===== src/rtl/hsmb_ram.sv =====
// generic simple dual-port ram with registered read data
module hsmb_ram #(
    parameter int DATA_W = 8,
    parameter int ADDR_W = 4
) (
    input  logic              clk,
    input  logic              we,
    input  logic [ADDR_W-1:0] waddr,
    input  logic [DATA_W-1:0] wdata,
    input  logic              re,
    input  logic [ADDR_W-1:0] raddr,
    output logic [DATA_W-1:0] rdata
);

    logic [DATA_W-1:0] mem [2**ADDR_W];

    always_ff @(posedge clk)
    begin
        if (we)
        begin
            mem[waddr] <= wdata;
        end
        if (re)
        begin
            rdata <= mem[raddr];
        end
    end

endmodule


===== config.mk =====
export PLATFORM = sky130hd
export DESIGN_NAME = hsmb_ram
export DESIGN_NICKNAME = d
export VERILOG_FILES = /design/src/rtl/hsmb_ram.sv
export SDC_FILE = /design/constraint.sdc
export NUM_CORES = 1
export LEC_CHECK = 0
export BUFFER_PORTS_ARGS = -buffer_cell sky130_fd_sc_hd__buf_2
export CORE_AREA = 2 2 97 99
export CTS_CLUSTER_DIAMETER = 30
export DETAILED_ROUTE_END_ITERATION = 10
export DIE_AREA = 0 0 99 101
export GPL_TIMING_DRIVEN = 0
export PLACE_DENSITY_LB_ADDON = 0.1
export SLEW_MARGIN = 0
export SYNTH_ARGS = -nofsm -noshare
export SYNTH_HDL_FRONTEND = slang
export SYNTH_SLANG_ARGS = --single-unit

===== constraint.sdc =====
create_clock -name clk -period 2.2 [get_ports clk]
set_input_delay 0.11 -clock clk [delete_from_list [all_inputs] [get_ports clk]]
set_output_delay 0.11 -clock clk [all_outputs]
set_load 0.01 [all_outputs]

# Word level (Yosys, flattened, before mapping)
# Memory sizes are Yosys's and may differ from the RTL's. A register that Yosys moved wholly into a read port is not among the register bits.
# Index checks and enable logic that the tools add are counted.
[classes] muxes=2
[op_table] operator="$mux W1" count=2
[totals] wordCells=3 ramBits=128 output_inout_bits=8 mem_count=1 ff_bits=0
[memory_table] memory="mem" depth=16 width=8 read_ports=1 rd_clocked_by_memory_dff=1 write_ports=1 line="15" source="logic [DATA_W-1:0] mem [2**ADDR_W];"

# Logic depth before layout (Yosys ltp)
[logic_depth] ltp_word=2 depth_mapped=5

# Worst setup path after synthesis
# Ideal clock, no wire load.
[synth_timing] path_kind="input-to-reg" startpoint="in waddr[2]" endpoint="mem mem[0][0] (enable)" cell_stages=2 setup_ps=383 t_arrival_ps=1220 setup_slack_ps=597 path_buffers=0 cell_sequence="or3b_2 > nor3_1"
[synth_lines] element="from (decl)" line="8" source="input logic [ADDR_W-1:0] waddr,"
[synth_lines] element="to (decl)" line="15"
# No word-level cell before the write port.

==> key figures <==
Place
  • Placed Cells: 365
  • PortBufs: 25
  • Detailed placement HPWL: 6100 um
  • Pre-CTS setup slack: -0.02584 ns
  • Final Wtd Congestion: 0.7927

GRT
  • Total Routing Usage GR: 0.2138
  • Vias in the first global route: 2,449
  • Initial antenna violation count: 0
  • First-pass GRT wire length: 14,770 um
  • Pin count of the biggest net entering global routing: 17
  • GR Overflow Total: 0

Route
  • First-pass iteration count of the detailed router: 4
  • Total detailed-routing wirelength: 9573 um
  • Initial detailed-routing violation count: 227
  • DRC errors left: 0
  • WL/cell: 23.81 um
  • Vias per cell: 5.978
  • Routed via count: 2,403
  • Antenna Violating Nets Remaining: 0

Timing
  • Pins over their slew limit: 0
  • Tmin final: 1.610 ns
  • Setup Skew: 0.008123 ns
  • RSZ-0062 raised after global routing: no
  • Worst hold slack: 0.02725 ns
  • Final Hold Vio Count: 0
  • Setup slack after layout: 0.5897 ns
  • Max Fclk: 0.6210 GHz
  • Slew headroom: 0.1066
  • Worst-Margin Slew: 1.330 ns
  • Final setup viols: 0
  • Tcrit/Tclk final: 0.7320

Critical path
  • Worst EP arrival: 1.85 ns
  • CP endpoint kind: flip-flop
  • Critical path required time: 2.44 ns
  • Worst Path Max Fanout: 1
  • CP Class: flip-flop to flip-flop
  • Slowest-stage cell, CP: mux4_1
  • CP max stage delay: 0.54 ns
  • CP startpoint kind: flip-flop
  • CP cell instances: mux4_1 > a22oi_1 > nand2_1

Status
  • Status: finished clean

Synth
  • Synth Net Count: 248
  • Yosys reg bits: 136
  • Post-Syn Area: 5228 sq um
  • Syn Area/Cell: 22.83 sq um
  • Register area share after synthesis: 0.7812
  • Ys Warns: 0
  • Post-Syn Instances: 229
  • Distinct cell type count after synthesis: 18

Clock network
  • Post_cts resized: 0
  • H-tree depth: 4
  • Clk root buf: clkbuf_8
  • Post-CTS setup repair buffer count: 0
  • TritonCTS buffer count: 17
  • CTS tree: done
  • Clock sink count: 136
  • CTS clk-pin slew, worst paths: 0.06 ns
  • Clk_lat worst skew: 0.51 ns
  • Largest buffer count on any clock path: 2

Finish
  • Final nets: 297
  • # diodes: 0
  • Final core occ: 0.6810
  • Layout cells sized above 1: 0.2955
  • Final-layout fill cell count: 557
  • Area grow syn2layout: 16.95%
  • Non-Filler Instances: 402

Die
  • Die span in y: 101 um
  • FP Rows: 35
  • Initial Util: 0.5823
  • Die W: 99 um
  • Core Area: 8977 sq um
  • Die area: 9999 sq um
  • Num ports: 27

Hold path
  • Hold WC Path Type: input pin to flip-flop

Job
  • Max cap viols: 0

Power and ir drop
  • Pleak: 2.043 nW
  • Power density over the cells: 958.3 nW/um^2
  • Worst IR Drop VDD: 0.5228 mV
## logic make-up (layout without fill, tap and decap cells)
group | Yosys count | after routing | synth area share
compound gates | 16 | 16 | 0.02298
mux | 32 | 32 | 0.1479
buf+inv | 10 | 72 | 0.01651
flops | 136 | 136 | 0.7812
simple gates | 35 | 35 | 0.03136
## layout by cell type (no fill, tap or decap), types with 3 or more instances in the layout
cell type	instances
edfxtp_1	136
buf_2	28
mux4_2	18
a22oi_1	16
clkbuf_16	16
mux4_1	14
nor2_1	13
nand2_1	9
dlygate4sd3_1	5
clkinvlp_4	4
buf_6	3
clkdlybuf4s25_2	3
nor3_1	3
clkinv_4	3
clkinv_2	3
## flip-flops by register name, indices dropped and copies added (netlist names)
signal and cells:
rdata 8, mem 128
## critical path: cells and delay by family (launching register included)
family / cells / cell delay, ns
flip-flops: 1 / 0.36
AO/OA/AOI/OAI: 1 / 0.34
multiplexers: 1 / 0.54
AND/OR/NAND/NOR: 1 / 0.10
## final cells by class
class | instances | area (sq um) | area share
repair buffers | 30 | 175.2 | 0.02865
plain buffers | 10 | 86.33 | 0.01412
well taps | 111 | 138.9 | 0.02272
flip-flops and latches | 136 | 4084 | 0.6680
clock inverters | 14 | 148.9 | 0.02436
clock buffers | 18 | 417.9 | 0.06836
multi-input cells | 83 | 1062 | 0.1738
## worst paths after layout
kind	start	cells past startpoint	slack, ns	end
worst max-delay path	mem[5][2]	3	0.59	rdata[2]
worst min-delay path	wdata[3]	1	0.03	mem[2][3]
worst max register to register	mem[5][2]	3	0.59	rdata[2]
worst min register to register	mem[12][4]	3	0.76	rdata[4]
## metal layers
| layer | track usage | part of all wire | vias up |
|---|---|---|---|
| met5 | 0 | 0 | - |
| met4 | 0.07271 | 0.0065 | 0 |
| met3 | 0.06311 | 0.067 | 7 |
| met2 | 0.3451 | 0.52 | 77 |
| met1 | 0.2840 | 0.41 | 1234 |
| li1 | - | - | 1085 |
## power breakdown
| group | internal [mW] | switching (mW) |
|---|---|---|
| logic | 0.118 | 0.163 |
| registers | 2.92 | 0.0124 |
| clock network | 1.61 | 1.03 |
## synth_stat cells
| master | n | area [sq um] |
|---|---|---|
| a22oi_1 | 16 | 120.1 |
| and2_1 | 1 | 6.260 |
| and2b_1 | 1 | 7.510 |
| buf_2 | 3 | 15.01 |
| buf_4 | 1 | 7.510 |
| buf_6 | 3 | 33.78 |
| clkdlybuf4s25_2 | 3 | 30.03 |
| edfxtp_1 | 136 | 4084 |
| mux4_1 | 14 | 367.9 |
| mux4_2 | 18 | 405.4 |
| nand2_1 | 9 | 33.78 |
| nand2b_1 | 2 | 12.51 |
| nand3_1 | 1 | 5.000 |
| nand3b_1 | 2 | 15.01 |
| nor2_1 | 13 | 48.80 |
| nor2b_1 | 1 | 6.260 |
| nor3_1 | 4 | 20.02 |
| or3b_2 | 1 | 8.760 |
## timing repair
item | CTS | global route
endpoints found under the setup margin | 0 | 0
hold buffers | 5 | 0
hold endpoints to repair | 54 | 0
## per-stage QoR
stage / TNS [ns] / area (sq um) / power (mW)
floorplan: 0 / 5228 / 3.138
global placement: -0.1125 / 5492 / 3.256
detailed placement: -0.2047 / 5492 / 3.264
CTS: 0 / 6108 / 5.907
global route: 0 / 6113 / 6.033
finish: 0 / 6113 / 5.859
(Power assumes the default switching activity.)
