[src/rtl/hsmb_pkg.sv]
// shared constants, types and codes for the stitching map builder
package hsmb_pkg;

    localparam int CAMERAS      = 4;
    localparam int CAM_BITS     = 3;
    localparam int WIDX_BITS    = 4;
    localparam int COORD_BITS   = 12;
    localparam int COEF_W       = 48;
    localparam int GEOM_W       = 12;
    localparam int ACC_W        = 64;
    localparam int QBITS        = 8;
    localparam int DIST_W       = 24;
    localparam int MAP_COLS     = 256;
    localparam int MAP_ROWS     = 256;
    localparam int MAP_COL_BITS = 8;
    localparam int MAP_ROW_BITS = 8;
    localparam int MAP_ADDR_W   = MAP_COL_BITS + MAP_ROW_BITS;
    localparam int TAB_ADDR_W   = CAM_BITS + WIDX_BITS;
    localparam int SIZE_W       = 9;

    localparam logic [1:0] REG_MAP_WIDTH  = 2'd0;
    localparam logic [1:0] REG_MAP_HEIGHT = 2'd1;

    localparam logic [1:0] MODE_LOAD  = 2'd0;
    localparam logic [1:0] MODE_PIXEL = 2'd1;
    localparam logic [1:0] MODE_READ  = 2'd2;

    localparam logic [WIDX_BITS-1:0] WIDX_DEN_LAST = 4'd8;
    localparam logic [WIDX_BITS-1:0] WIDX_WIDTH    = 4'd9;
    localparam logic [WIDX_BITS-1:0] WIDX_HEIGHT   = 4'd10;
    localparam logic [WIDX_BITS-1:0] WIDX_LEFT     = 4'd11;
    localparam logic [WIDX_BITS-1:0] WIDX_TOP      = 4'd12;
    localparam logic [WIDX_BITS-1:0] WIDX_RIGHT    = 4'd13;
    localparam logic [WIDX_BITS-1:0] WIDX_BOTTOM   = 4'd14;

    typedef struct packed {
        logic                  valid;
        logic [DIST_W-1:0]     sq_dist;
        logic [CAM_BITS-1:0]   cam;
        logic [COORD_BITS-1:0] row;
        logic [COORD_BITS-1:0] col;
    } map_entry_t;

    typedef struct packed {
        logic             done;
        logic             fits;
        logic [QBITS-1:0] q;
    } div_res_t;

endpackage

[src/rtl/hsmb_div.sv]
// truncating divider that yields a quotient in 0..255 or flags it out of range
module hsmb_div import hsmb_pkg::*; (
    input  logic                    clk,
    input  logic                    rst_n,
    input  logic                    start,
    input  logic signed [ACC_W-1:0] num,
    input  logic signed [ACC_W-1:0] den,
    output div_res_t                res
);

    localparam int SH_W = ACC_W + QBITS;

    logic             busy_reg;
    logic             check_reg;
    logic [3:0]       cnt_reg;
    logic             done_reg;
    logic             fits_reg;
    logic             neg_reg;
    logic [ACC_W-1:0] rem_reg;
    logic [ACC_W-1:0] ad_reg;
    logic [SH_W-1:0]  dsh_reg;
    logic [QBITS-1:0] q_reg;
    logic [SH_W-1:0]  rem_ext;
    logic             ge;

    assign rem_ext = SH_W'(rem_reg);
    assign ge      = rem_ext >= dsh_reg;

    always_ff @(posedge clk or negedge rst_n)
    begin
        if (!rst_n)
        begin
            busy_reg  <= 1'b0;
            check_reg <= 1'b0;
            done_reg  <= 1'b0;
            cnt_reg   <= '0;
        end
        else
        begin
            done_reg <= 1'b0;
            if (start)
            begin
                busy_reg  <= 1'b1;
                check_reg <= 1'b1;
                cnt_reg   <= 4'(QBITS);
            end
            else if (busy_reg && check_reg)
            begin
                check_reg <= 1'b0;
                if (neg_reg || rem_ext >= {ad_reg, {QBITS{1'b0}}})
                begin
                    busy_reg <= 1'b0;
                    done_reg <= 1'b1;
                end
            end
            else if (busy_reg)
            begin
                cnt_reg <= cnt_reg - 4'd1;
                if (cnt_reg == 4'd1)
                begin
                    busy_reg <= 1'b0;
                    done_reg <= 1'b1;
                end
            end
        end
    end

    always_ff @(posedge clk)
    begin
        if (start)
        begin
            rem_reg <= num[ACC_W-1] ? ACC_W'(-num) : num;
            ad_reg  <= den[ACC_W-1] ? ACC_W'(-den) : den;
            neg_reg <= num[ACC_W-1] ^ den[ACC_W-1];
            q_reg   <= '0;
        end
        else if (busy_reg && check_reg)
        begin
            dsh_reg <= SH_W'(ad_reg) << (QBITS - 1);
            if (neg_reg)
            begin
                fits_reg <= rem_reg < ad_reg;
            end
            else
            begin
                fits_reg <= rem_ext < {ad_reg, {QBITS{1'b0}}};
            end
        end
        else if (busy_reg)
        begin
            if (ge)
            begin
                rem_reg <= ACC_W'(rem_ext - dsh_reg);
            end
            q_reg   <= {q_reg[QBITS-2:0], ge};
            dsh_reg <= dsh_reg >> 1;
        end
    end

    assign res.done = done_reg;
    assign res.fits = fits_reg;
    assign res.q    = q_reg;

endmodule

[config.mk]
export PLATFORM = sky130hd
export DESIGN_NAME = hsmb_div
export DESIGN_NICKNAME = d
export VERILOG_FILES = /design/src/rtl/hsmb_pkg.sv /design/src/rtl/hsmb_div.sv
export SDC_FILE = /design/constraint.sdc
export NUM_CORES = 1
export LEC_CHECK = 0
export BUFFER_PORTS_ARGS = -buffer_cell sky130_fd_sc_hd__buf_4
export CORE_MARGIN = 2
export CORE_UTILIZATION = 50
export CTS_BUF_LIST = sky130_fd_sc_hd__clkbuf_4 sky130_fd_sc_hd__clkbuf_8 sky130_fd_sc_hd__clkbuf_16
export DETAILED_ROUTE_END_ITERATION = 8
export PLACE_DENSITY = 0.71
export SLEW_MARGIN = 20
export SYNTH_ARGS = -nofsm -noshare
export SYNTH_HDL_FRONTEND = slang
export SYNTH_SLANG_ARGS = --single-unit
[constraint.sdc]
create_clock -name clk -period 4.34 [get_ports clk]
set_input_delay 1.302 -clock clk [delete_from_list [all_inputs] [get_ports clk]]
set_output_delay 1.302 -clock clk [all_outputs]
set_load 0.1 [all_outputs]
# Yosys cells after proc, flatten, opt, wreduce, memory -nomap -nowiden
# Index checks and enable logic that the tools add are counted.
# totals
ff_bits	216
inputBits	131
output_inout_bits	10
word_cells	61
# op_classes
n_addsub	4
n_lt_le_gt_ge	4
eq_ne	3
muxes	24
n_bitwise	3
n_reduce_logical	11
# ops
cell	n
$mux 64	5
$mux 71	2
$neg 64->64	2
$ge 64x72->1	1
$lt 64x72->1	1
$ge 64x71->1	1
$lt 64x64->1	1
$sub 64x64->64	1
$mux 63	1
$mux 1	13
$mux 4	3
$reduce_and 2->1	4
$reduce_bool 2->1	4
$eq 4x1->1 const B	1
$sub 4x1->4 const B	1
$ne 3x3->1 const B	1
$reduce_and 3->1	1
$ne 2x2->1 const B	1
$not 1->1	2
$logic_and 1x1->1	1
$logic_or 1x1->1	1
$xor 1x1->1	1

# Depth between registers and ports, before layout
# Gate-level depths: netlist of the first run.
# depth
word_depth	5
ltp_mapped	13
ltp_nobuf	13

# Worst setup path before layout of the first run
# OpenSTA, ideal clock, no wires.
# synth_timing
path_kind	register -> register
from	register rem_reg[14]
to	register rem_reg[0], enable pin
setup_ps	850
arrival_time_ps	3951
t_required_ps	3490
path_slack_ps	-461
stages_incl_launch_ff	12
path_buffers	1
synth_period_minus_slack_ps	4801
path_cell_list	edfxtp_1 > ha_1 > clkbuf_1 > a21oi_1 > o21ai_0 > a21oi_1 > a2111oi_0 > a211oi_1 > o211ai_1 > a41oi_1 > nand3b_1 > nand3_1
# synth_via
elab_chain_cells	3
# synth_lines
item	line	rtl
from (decl)	hsmb_div.sv:19	logic [ACC_W-1:0] rem_reg;
from (signal assigned)	hsmb_div.sv:72	rem_reg <= num[ACC_W-1] ? ACC_W'(-num) : num;
from (signal assigned)	hsmb_div.sv:93	rem_reg <= ACC_W'(rem_ext - dsh_reg);
$ge 64x71->1	hsmb_div.sv:27	assign ge = rem_ext >= dsh_reg;
$reduce_bool 2->1 (no source line)	n/a	
$reduce_and 3->1 (no source line)	n/a	
# No other way between the ends.
# A chain may end at the register's enable or synchronous reset.

# Final worst setup path of the first run
# layout_timing
from	input den[15]
to	register ad_reg[63] (data pin)
# layout_via
elab_chain_cells	1
# layout_lines
item	line	rtl
from (decl)	hsmb_div.sv:7	input logic signed [ACC_W-1:0] den,
$neg 64->64	hsmb_div.sv:73	ad_reg <= den[ACC_W-1] ? ACC_W'(-den) : den;
to (signal assigned)	hsmb_div.sv:73	
to (decl)	hsmb_div.sv:20	logic [ACC_W-1:0] ad_reg;
# No other way between the ends.

==> results of run 1 <==
-- placed cells by master (no fill, tap or decap), types with 14 or more instances in the layout --
cell       instances
inv_1            157
nand2_1          236
nand4_1           48
xor2_1            43
o21ai_0          198
xnor2_1          136
o21bai_1          14
a21oi_1          143
buf_4            224
nor2b_1           14
or3_1             31
o31ai_1           48
a21o_1            77
ha_1             187
clkbuf_16         27
o41ai_1           15
nor4_1            16
nor2_1            80
or4_1             16
nor3_1            24
nand3_1           17
edfxtp_1         201
nand2b_1          15
-- final timing paths --
path | start | endpoint | cells after the start
max | den[15] | ad_reg[63] | 10
min | q_reg[7] | q_reg[7] | 2
max reg2reg | rem_reg[5] | rem_reg[6] | 12
min reg2reg | q_reg[7] | q_reg[7] | 2
max in group asynchronous | rst_n | cnt_reg[2] | 1
min in group asynchronous | rst_n | done_reg | 1
-- routing by layer --
| layer | GRT usage | part of all wire |
|---|---|---|
| met3 | 0.0420 | 0.094 |
| met5 | 0 | 0 |
| met4 | 0.0680 | 0.023 |
| met1 | 0.434 | 0.46 |
| met2 | 0.433 | 0.43 |
-- where the power goes --
group          total [mW]  internal [mW]  switching (mW)
clock network        2.29           1.33           0.959
registers            2.97           2.67           0.298
logic                3.43           1.39            2.03
-- kinds of logic (layout without fill, tap and decap cells) --
family,Yosys count,count (layout),synth area share
buffers and inverters,241,436,0.0524
multiplexers,5,5,0.00299
adder cells (fa/ha/maj),188,188,0.134
XOR/XNOR,179,179,0.0893
flip-flops,216,216,0.363
AND/OR/NAND/NOR,555,555,0.158
AO/OA/AOI/OAI,575,575,0.201
-- area by class of cell --
class / count / area share
multi-input cells: 1502 / 0.502
flip-flops and latches: 216 / 0.310
repair buffers: 230 / 0.0873
clock buffers: 28 / 0.0333
inverters: 158 / 0.0289
well taps: 455 / 0.0277
clock inverters: 20 / 0.0103
-- worst max-delay path, cell delays in order --
cell and delay (ns):
buf_4 0.12, or4_4 0.55, nor4_4 0.17, nand2b_1 0.12
or3_1 0.39, or2_4 0.29, or4_4 0.49, or4_4 0.48
or3_4 0.40, nor4b_2 0.27
==> out/results.tsv, run 1 <==
stage	metric	value	unit
global_route	grt total ovfl	0	
sta	worst slew pin tran	0.771	ns
global_route	GRT Total Usage	0.288	
sta	Max-slew headroom	0.473	
global_route	initial antenna violation count	0	
worst_hold_path	Hold WC Path Type	reg -> reg	
sta	final setup skew	0.0140	ns
layout	ANT cells	0	
placement	RD Place Congestion	0.978	
synth	Yosys top cell by area	edfxtp_1	
critical_path	CP Data Required Time	4.70	ns
layout	Multi-input gate area	0.0103	mm²
die	site row count	68	
layout	fin nets	2453	
clock_network	TritonCTS clock tree	done	
clock_network	post-CTS setup buffer count	0	
synth	Yosys Warn Count	0	
die	height of the die	191	µm
synth	#FFs+latches synth	216	
sta	PnR worst setup slack	0.112	ns
synth	unique cell type count in the Yosys netlist	74	
detailed_routing	drt pass-1 iters	7	
die	Starting Density	0.508	
synth	Syn Nets	2278	
synth	Post-synth EDFFs	201	
clock_network	post-cts resize count	0	
synth	Synth top area share	0.344	
sta	Slew Limit Fails	0	
run	max-capacitance violation count	0	
global_route	vias in the first global route	14800	
sta	Final Hold Vio Count	0	
sta	Achievable Freq	0.237	GHz
layout	Layout area overhead	16.9	%
clock_network	root buf cell	clkbuf_16	
power	maximum vdd ir drop	335	µV
clock_network	clock sinks	216	
detailed_routing	initial DRC count	1534	
critical_path	CP Launch Type	primary input	
synth	Post-Syn Instances	1959	
sta	RSZ-0062 raised after global routing	no	
sta	final worst-path cycle share	0.974	
clock_network	CTS clk-pin slew, worst paths	0.06	ns
sta	Final setup viols	0	
synth	Post-Syn Area	0.0176	mm²
clock_network	Post-CTS Hold Buffers	0	
layout	FF/Latch Area	0.00637	mm²
die	number of I/O pins	141	
clock_network	CTS buffer count	26	
synth	top_reg_cell synth	edfxtp_1	
synth	most frequent cell after synthesis	nand2_1	
outcome	outcome	finished, final reports clean	
placement	Setup WS pre-CTS	-0.430	ns
critical_path	R2R setup slack	0.17	ns
detailed_routing	wire length per cell	20.5	µm
layout	final core occ	0.594	
power	total chip power	8.69	mW
detailed_routing	residual DRC count	0	
sta	final worst path period need	4.23	ns
synth	top cells by count, synth	237 x nand2_1, 201 x edfxtp_1, 198 x o21ai_0	
global_route	largest net degree at the start of global routing	128	
layout	non-filler cells, final	2609	
die	chip width	191	µm
layout	max reg flops	71	
power	Pwr Density	423	mW/mm²
placement	PortBufs	140	
placement	DP Wirelength	42500	µm
detailed_routing	final WL	53500	µm
clock_network	Skew-Pair Late Insertion Delay	0.55	ns
sta	final setup TNS	0	ns
critical_path	WP data arrival	4.59	ns
placement	DP Area	0.0196	mm²
critical_path	CP max FO	4	
placement	Placed Cells	2561	
detailed_routing	Routed Antenna Nets	0	
detailed_routing	Via-to-Cell Ratio	6.03	
synth	share of flip-flops with an asynchronous set or reset	0.0324	
layout	layout cells sized above 1	0.146	
synth	register area share after synthesis	0.363	
die	core box area	0.0345	mm²
critical_path	Setup CP Type	in -> reg	
detailed_routing	Via Count	15700	
sta	Worst Hold Slack	0.467	ns
clock_network	Longest Clk Path Bufs	3	
synth	Synth area leaders	edfxtp_1 34%, ha_1 13%, xnor2_1 6.8%	
layout	Finished Cell Area	0.0205	mm²
power	leak pwr	8.74	nW
layout	fill count	3076	
critical_path	CP endpoint kind	flop	
die	die area	0.0366	mm²
global_route	global-route wire length before repair	82000	µm
clock_network	CTS H-tree depth	1	
synth	Avg Cell Area, Syn	8.97	µm²
Note: power is estimated with default switching activity, not from simulation.
==> run 2, diff against run 1 <==
CORE_ASPECT_RATIO = 0.6   (was unset)
CTS_CLUSTER_DIAMETER = 50   (was unset)
==> run 2 against run 1 <==
Effect of this change:
- count of clock-buffer cells in the layout is 2 higher
- via count up 2.4%
- highest routed layer unchanged
- final area up 0.62%
- flip-flop and latch count is the same
- die area grew 0.13%
- sequential power about the same
- clock skew is 0.028 ns higher
- combinational power rose by 5%
- non-clock buffer count increased by 10
- register-to-register slack barely moved
- worst setup slack improved by 0.059 ns
- worst hold slack better by 0.0035 ns
==> out/results.tsv, run 2 (synthesized netlist as in run 1, its figures left out) <==
stage	metric	value	unit	change
global_route	largest net degree at the start of global routing	74		was 128
critical_path	WP data arrival	4.45	ns	was 4.59 ns
detailed_routing	Via-to-Cell Ratio	6.12		was 6.03
die	chip width	246	µm	was 191 µm
sta	Slew Limit Fails	0		unchanged
sta	worst slew pin tran	1.07	ns	was 0.771 ns
critical_path	CP Data Required Time	4.62	ns	was 4.70 ns
critical_path	CP endpoint kind	flop		unchanged
detailed_routing	drt pass-1 iters	5		was 7
detailed_routing	wire length per cell	22.5	µm	was 20.5 µm
detailed_routing	initial DRC count	1909		was 1534
power	leak pwr	8.82	nW	was 8.74 nW
clock_network	CTS clk-pin slew, worst paths	0.06	ns	about the same
placement	Placed Cells	2582		was 2561
sta	Final setup viols	0		unchanged
global_route	GRT Total Usage	0.319		was 0.288
global_route	grt total ovfl	0		unchanged
layout	fin nets	2464		was 2453
critical_path	most frequent cell on the critical path	a21oi_1		was or4_4
die	number of I/O pins	141		unchanged
sta	RSZ-0062 raised after global routing	no		unchanged
critical_path	max incr delay on CP	0.50	ns	was 0.55 ns
clock_network	TritonCTS clock tree	done		unchanged
layout	commonest non-fill, non-tap cell in the layout	nand2_1		unchanged
detailed_routing	final WL	59200	µm	was 53500 µm
outcome	outcome	finished, final reports clean		unchanged
worst_hold_path	Hold WC Path Type	reg -> reg		unchanged
sta	Final Hold Vio Count	0		unchanged
die	site row count	53		was 68
placement	RD Place Congestion	1.05		was 0.978
critical_path	critical path cell sequence	ha_1, a21oi_1, o21ai_0, a21oi_1, a2111oi_1, a211oi_1, o211ai_1, a41oi_1, nand3b_1, buf_4, nand3_2, buf_12		was buf_4, or4_4, nor4_4, nand2b_1, or3_1, or2_4, or4_4, or4_4, or3_4, nor4b_2
layout	Layout area overhead	17.6	%	was 16.9%
sta	final worst-path cycle share	0.961		was 0.974
critical_path	R2R setup slack	0.17	ns	about the same
clock_network	Skew-Pair Late Insertion Delay	0.58	ns	was 0.55 ns
detailed_routing	Via Count	16100		was 15700
detailed_routing	Routed Antenna Nets	0		unchanged
sta	Achievable Freq	0.240	GHz	was 0.237 GHz
critical_path	worst reg2reg path depth	12		unchanged
critical_path	CP max FO	31		was 4
critical_path	CP Launch Type	flop		was primary input
layout	non-filler cells, final	2634		was 2609
clock_network	root buf cell	clkbuf_16		unchanged
detailed_routing	residual DRC count	0		unchanged
worst_hold_path	Worst Hold Endpoint	q_reg[3]		was q_reg[7]
die	die area	0.0367	mm²	was 0.0366 mm²
clock_network	CTS buffer count	27		was 26
critical_path	reg2reg start	rem_reg[14]		was rem_reg[5]
power	maximum vdd ir drop	300	µV	was 335 µV
layout	layout cells sized above 1	0.151		was 0.146
clock_network	CTS H-tree depth	1		unchanged
worst_hold_path	worst hold start	q_reg[2]		was q_reg[7]
layout	most frequent cells in the layout	236 x nand2_1, 235 x buf_4, 201 x edfxtp_1		was 236 x nand2_1, 224 x buf_4, 201 x edfxtp_1
sta	final worst path period need	4.17	ns	was 4.23 ns
clock_network	Post-CTS Hold Buffers	0		unchanged
die	Starting Density	0.504		was 0.508
clock_network	Longest Clk Path Bufs	3		unchanged
critical_path	Setup CP Type	reg -> reg		was in -> reg
power	Pwr Density	437	mW/mm²	was 423 mW/mm²
critical_path	CP max-delay cell	edfxtp_1		was or4_4
clock_network	clock sinks	216		unchanged
placement	PortBufs	140		unchanged
critical_path	reg2reg end	rem_reg[30]		was rem_reg[6]
layout	final core occ	0.593		was 0.594
sta	final setup skew	0.0421	ns	was 0.0140 ns
global_route	vias in the first global route	14900		was 14800
placement	DP Wirelength	47900	µm	was 42500 µm
sta	Max-slew headroom	0.278		was 0.473
worst_hold_path	hold path cells	2		unchanged
layout	max reg flops	71		unchanged
sta	Worst Hold Slack	0.471	ns	was 0.467 ns
global_route	initial antenna violation count	1		was 0
die	core box area	0.0348	mm²	was 0.0345 mm²
global_route	global-route wire length before repair	88000	µm	was 82000 µm
run	max-capacitance violation count	0		unchanged
die	height of the die	149	µm	was 191 µm
## run 2: final cells by class
type                            instances  area (µm²)
Antenna cell                            1        2.50
Clock inverter                         20         250
Sequential cell                       216        6370
Timing Repair Buffer                  240        1860
Clock buffer                           30         698
Inverter                              158         593
Fill cell                            3072       14200
Multi-Input combinational cell       1502       10300
Tap cell                              467         584
## run 2: how the worst max path moves through the flow
stage	depth (start not counted)	endpoint	slack, ns	from
floorplan	9	ad_reg[63]	-0.20	den[29]
global placement	10	ad_reg[61]	-0.30	den[29]
detailed placement	10	ad_reg[63]	-0.41	den[15]
CTS	10	ad_reg[63]	0.19	den[15]
global route	11	rem_reg[34]	0.04	rem_reg[20]
finish	12	rem_reg[30]	0.17	rem_reg[14]
## run 2: where the power goes
part / total [mW] / internal (mW) / switching, mW
clock: 2.42 / 1.43 / 0.992
combinational: 3.61 / 1.42 / 2.19
sequential: 3.00 / 2.67 / 0.330
## run 2: timing repair
action                                  4_1_cts  5_1_grt
endpoints found under the setup margin        0       64
buffers inserted                              0        1
resized for setup                             0        1
## run 2: worst max-delay path: cells and delay by family, from the launching register on
kind	cells	cell delay [ns]
AO/OA/AOI/OAI	7	2.11
adder cells (fa/ha/maj)	1	0.47
buffers and inverters	2	0.42
flip-flops	1	0.50
AND/OR/NAND/NOR	2	0.35
## run 2: layer usage
layer	track usage	routed length (µm)	vias to the layer above
met3	0.138	8930	94
met4	0.0676	1380	0
li1	-	-	7533
met2	0.404	21500	903
met1	0.487	27300	7582
met5	0	0	-
## run 2: per-stage QoR
step	cell area (µm²)	power, mW	TNS [ns]	worst slack, ns
after floorplan	17600	5.17	-0.934	-0.199
after global placement	19700	6.38	-4.74	-0.299
after detailed placement	19700	6.45	-6.29	-0.413
after CTS	20600	8.89	0	0.189
after global routing	20700	9.46	0	0.0417
final	20700	9.02	0	0.171
==> run 3, diff against run 2 <==
CORE_MARGIN = 8   (was 2)
CTS_CLUSTER_DIAMETER = unset   (was 50)
==> run 3 against run 2 <==
Effect of this change:
- worst setup slack got worse by 0.021 ns
- cell count increased by 0.19%
- global-route usage decreased by 4.4 points
- sequential share of layout area increased by 0.081 points
- first-iteration DRC count decreased by 6.0%
- highest routed layer unchanged
==> out/results.tsv, run 3 (synthesized netlist as in run 1, its figures left out) <==
stage	metric	value	unit	change
detailed_routing	drt pass-1 iters	6		was 5
global_route	initial antenna violation count	4		was 1
critical_path	R2R setup slack	0.32	ns	was 0.17 ns
run	max-capacitance violation count	0		unchanged
detailed_routing	Via-to-Cell Ratio	6.04		was 6.12
die	chip width	258	µm	was 246 µm
critical_path	reg2reg start	rem_reg[23]		was rem_reg[14]
die	die area	0.0416	mm²	was 0.0367 mm²
sta	Slew Limit Fails	0		unchanged
layout	most frequent cells in the layout	244 x buf_4, 236 x nand2_1, 201 x edfxtp_1		was 236 x nand2_1, 235 x buf_4, 201 x edfxtp_1
layout	Layout area overhead	17.3	%	was 17.6%
worst_hold_path	Hold WC Path Type	reg -> reg		unchanged
sta	Final Hold Vio Count	0		unchanged
detailed_routing	residual DRC count	0		unchanged
sta	final worst-path cycle share	0.965		was 0.961
placement	DP Wirelength	49200	µm	was 47900 µm
clock_network	root buf cell	clkbuf_16		unchanged
critical_path	Crit. Startpoint	den[29]		was rem_reg[14]
die	number of I/O pins	141		unchanged
sta	Final setup viols	0		unchanged
layout	layout cells sized above 1	0.151		about the same
placement	PortBufs	140		unchanged
critical_path	CP Launch Type	primary input		was flop
global_route	global-route wire length before repair	88300	µm	was 88000 µm
detailed_routing	final WL	59900	µm	was 59200 µm
clock_network	Longest Clk Path Bufs	3		unchanged
clock_network	post-cts resize count	0		unchanged
sta	final worst path period need	4.19	ns	was 4.17 ns
clock_network	CTS buffer count	23		was 27
critical_path	WP data arrival	4.55	ns	was 4.45 ns
global_route	grt total ovfl	0		unchanged
placement	RD Place Congestion	1.09		was 1.05
clock_network	CTS H-tree depth	1		unchanged
detailed_routing	Via Count	15900		was 16100
placement	DP Area	0.0198	mm²	was 0.0197 mm²
global_route	vias in the first global route	14800		was 14900
global_route	GRT Total Usage	0.275		was 0.319
power	leak pwr	8.80	nW	was 8.82 nW
critical_path	Worst Setup EP	ad_reg[63]		was rem_reg[30]
critical_path	CP endpoint kind	flop		unchanged
clock_network	CTS clk-pin slew, worst paths	0.06	ns	about the same
clock_network	clock sinks	216		unchanged
outcome	outcome	finished, final reports clean		unchanged
sta	final setup skew	0.0125	ns	was 0.0421 ns
critical_path	Setup CP Type	in -> reg		was reg -> reg
power	maximum vdd ir drop	254	µV	was 300 µV
detailed_routing	Routed Antenna Nets	0		unchanged
critical_path	worst reg2reg path depth	11		was 12
sta	Max-slew headroom	0.319		was 0.278
clock_network	TritonCTS clock tree	done		unchanged
sta	Achievable Freq	0.239	GHz	was 0.240 GHz
sta	worst slew pin tran	1.02	ns	was 1.07 ns
die	Starting Density	0.504		unchanged
layout	commonest non-fill, non-tap cell in the layout	buf_4		was nand2_1
detailed_routing	wire length per cell	22.7	µm	was 22.5 µm
clock_network	Post-CTS Hold Buffers	0		unchanged
critical_path	CP max FO	10		was 31
die	site row count	53		unchanged
layout	max reg flops	71		unchanged
sta	RSZ-0062 raised after global routing	no		unchanged
die	height of the die	161	µm	was 149 µm
layout	final core occ	0.592		was 0.593
layout	Finished Cell Area	0.0206	mm²	was 0.0207 mm²
power	Pwr Density	424	mW/mm²	was 437 mW/mm²
layout	fill count	3046		was 3072
clock_network	post-CTS setup buffer count	0		unchanged
global_route	largest net degree at the start of global routing	102		was 74
layout	fin nets	2470		was 2464
detailed_routing	initial DRC count	1794		was 1909
clock_network	Skew-Pair Late Insertion Delay	0.55	ns	was 0.58 ns
critical_path	reg2reg end	rem_reg[57]		was rem_reg[30]
die	core box area	0.0348	mm²	unchanged
critical_path	CP Data Required Time	4.70	ns	was 4.62 ns
[run 3: cell types whose count changed in the layout (fill, tap and decap cells not counted), sizes merged]
cell	before	now
buf	240	250
bufinv	4	2
clkbuf	30	31
clkinv	7	6
clkinvlp	3	2
diode	1	4
inv	164	159
[run 3: stage by stage]
| stage | setup WS, ns | hold slack, ns | setup TNS [ns] | power (mW) | std cells |
|---|---|---|---|---|---|
| 2_1_floorplan | -0.199 | 0.489 | -0.934 | 5.17 | 1959 |
| 3_3_place_gp | -0.293 | 0.443 | -4.86 | 6.40 | 2593 |
| 3_5_place_dp | -0.391 | 0.459 | -6.61 | 6.47 | 2593 |
| 4_1_cts | 0.179 | 0.467 | 0 | 8.60 | 2635 |
| 5_1_grt | 0.0664 | 0.473 | 0 | 9.15 | 2638 |
| 6_report | 0.150 | 0.466 | 0 | 8.73 | 2639 |
[run 3: per-layer routing]
| metal | global-route usage | share of wire |
|---|---|---|
| met4 | 0.0625 | 0.023 |
| met1 | 0.420 | 0.46 |
| met5 | 0 | 0 |
| met3 | 0.110 | 0.15 |
| met2 | 0.352 | 0.37 |
[run 3: worst min-delay path by stage]
| stage | startpoint | endpoint | slack, ns | cells past startpoint |
|---|---|---|---|---|
| floorplan | cnt_reg[3] | cnt_reg[3] | 0.49 | 2 |
| global placement | q_reg[7] | q_reg[7] | 0.44 | 2 |
| detailed placement | q_reg[7] | q_reg[7] | 0.46 | 2 |
| CTS | q_reg[7] | q_reg[7] | 0.47 | 2 |
| global route | q_reg[7] | q_reg[7] | 0.47 | 2 |
| finish | q_reg[7] | q_reg[7] | 0.47 | 2 |
[run 3: area by class of cell]
type                            count  area [µm²]  share of cell area
Multi-Input combinational cell   1502       10300               0.500
Clock buffer                       31         678              0.0329
Inverter                          158         593              0.0288
Sequential cell                   216        6370               0.309
Tap cell                          467         584              0.0284
Antenna cell                        4        10.0            0.000486
Timing Repair Buffer              250        1940              0.0943
Clock inverter                     11         123             0.00595
[run 3: where the power goes]
part	switching, mW	total, mW	internal [mW]
Combinational	2.19	3.61	1.42
Sequential	0.330	3.00	2.67
Clock	0.896	2.12	1.22
[run 3: critical path, stage by stage]
cell and delay, ns:
buf_4 0.11, or3_4 0.37, or3_4 0.33, or4_4 0.42, or3_4 0.34, or4_4 0.43, or4_4 0.53, or3_4 0.41
nor4b_2 0.28
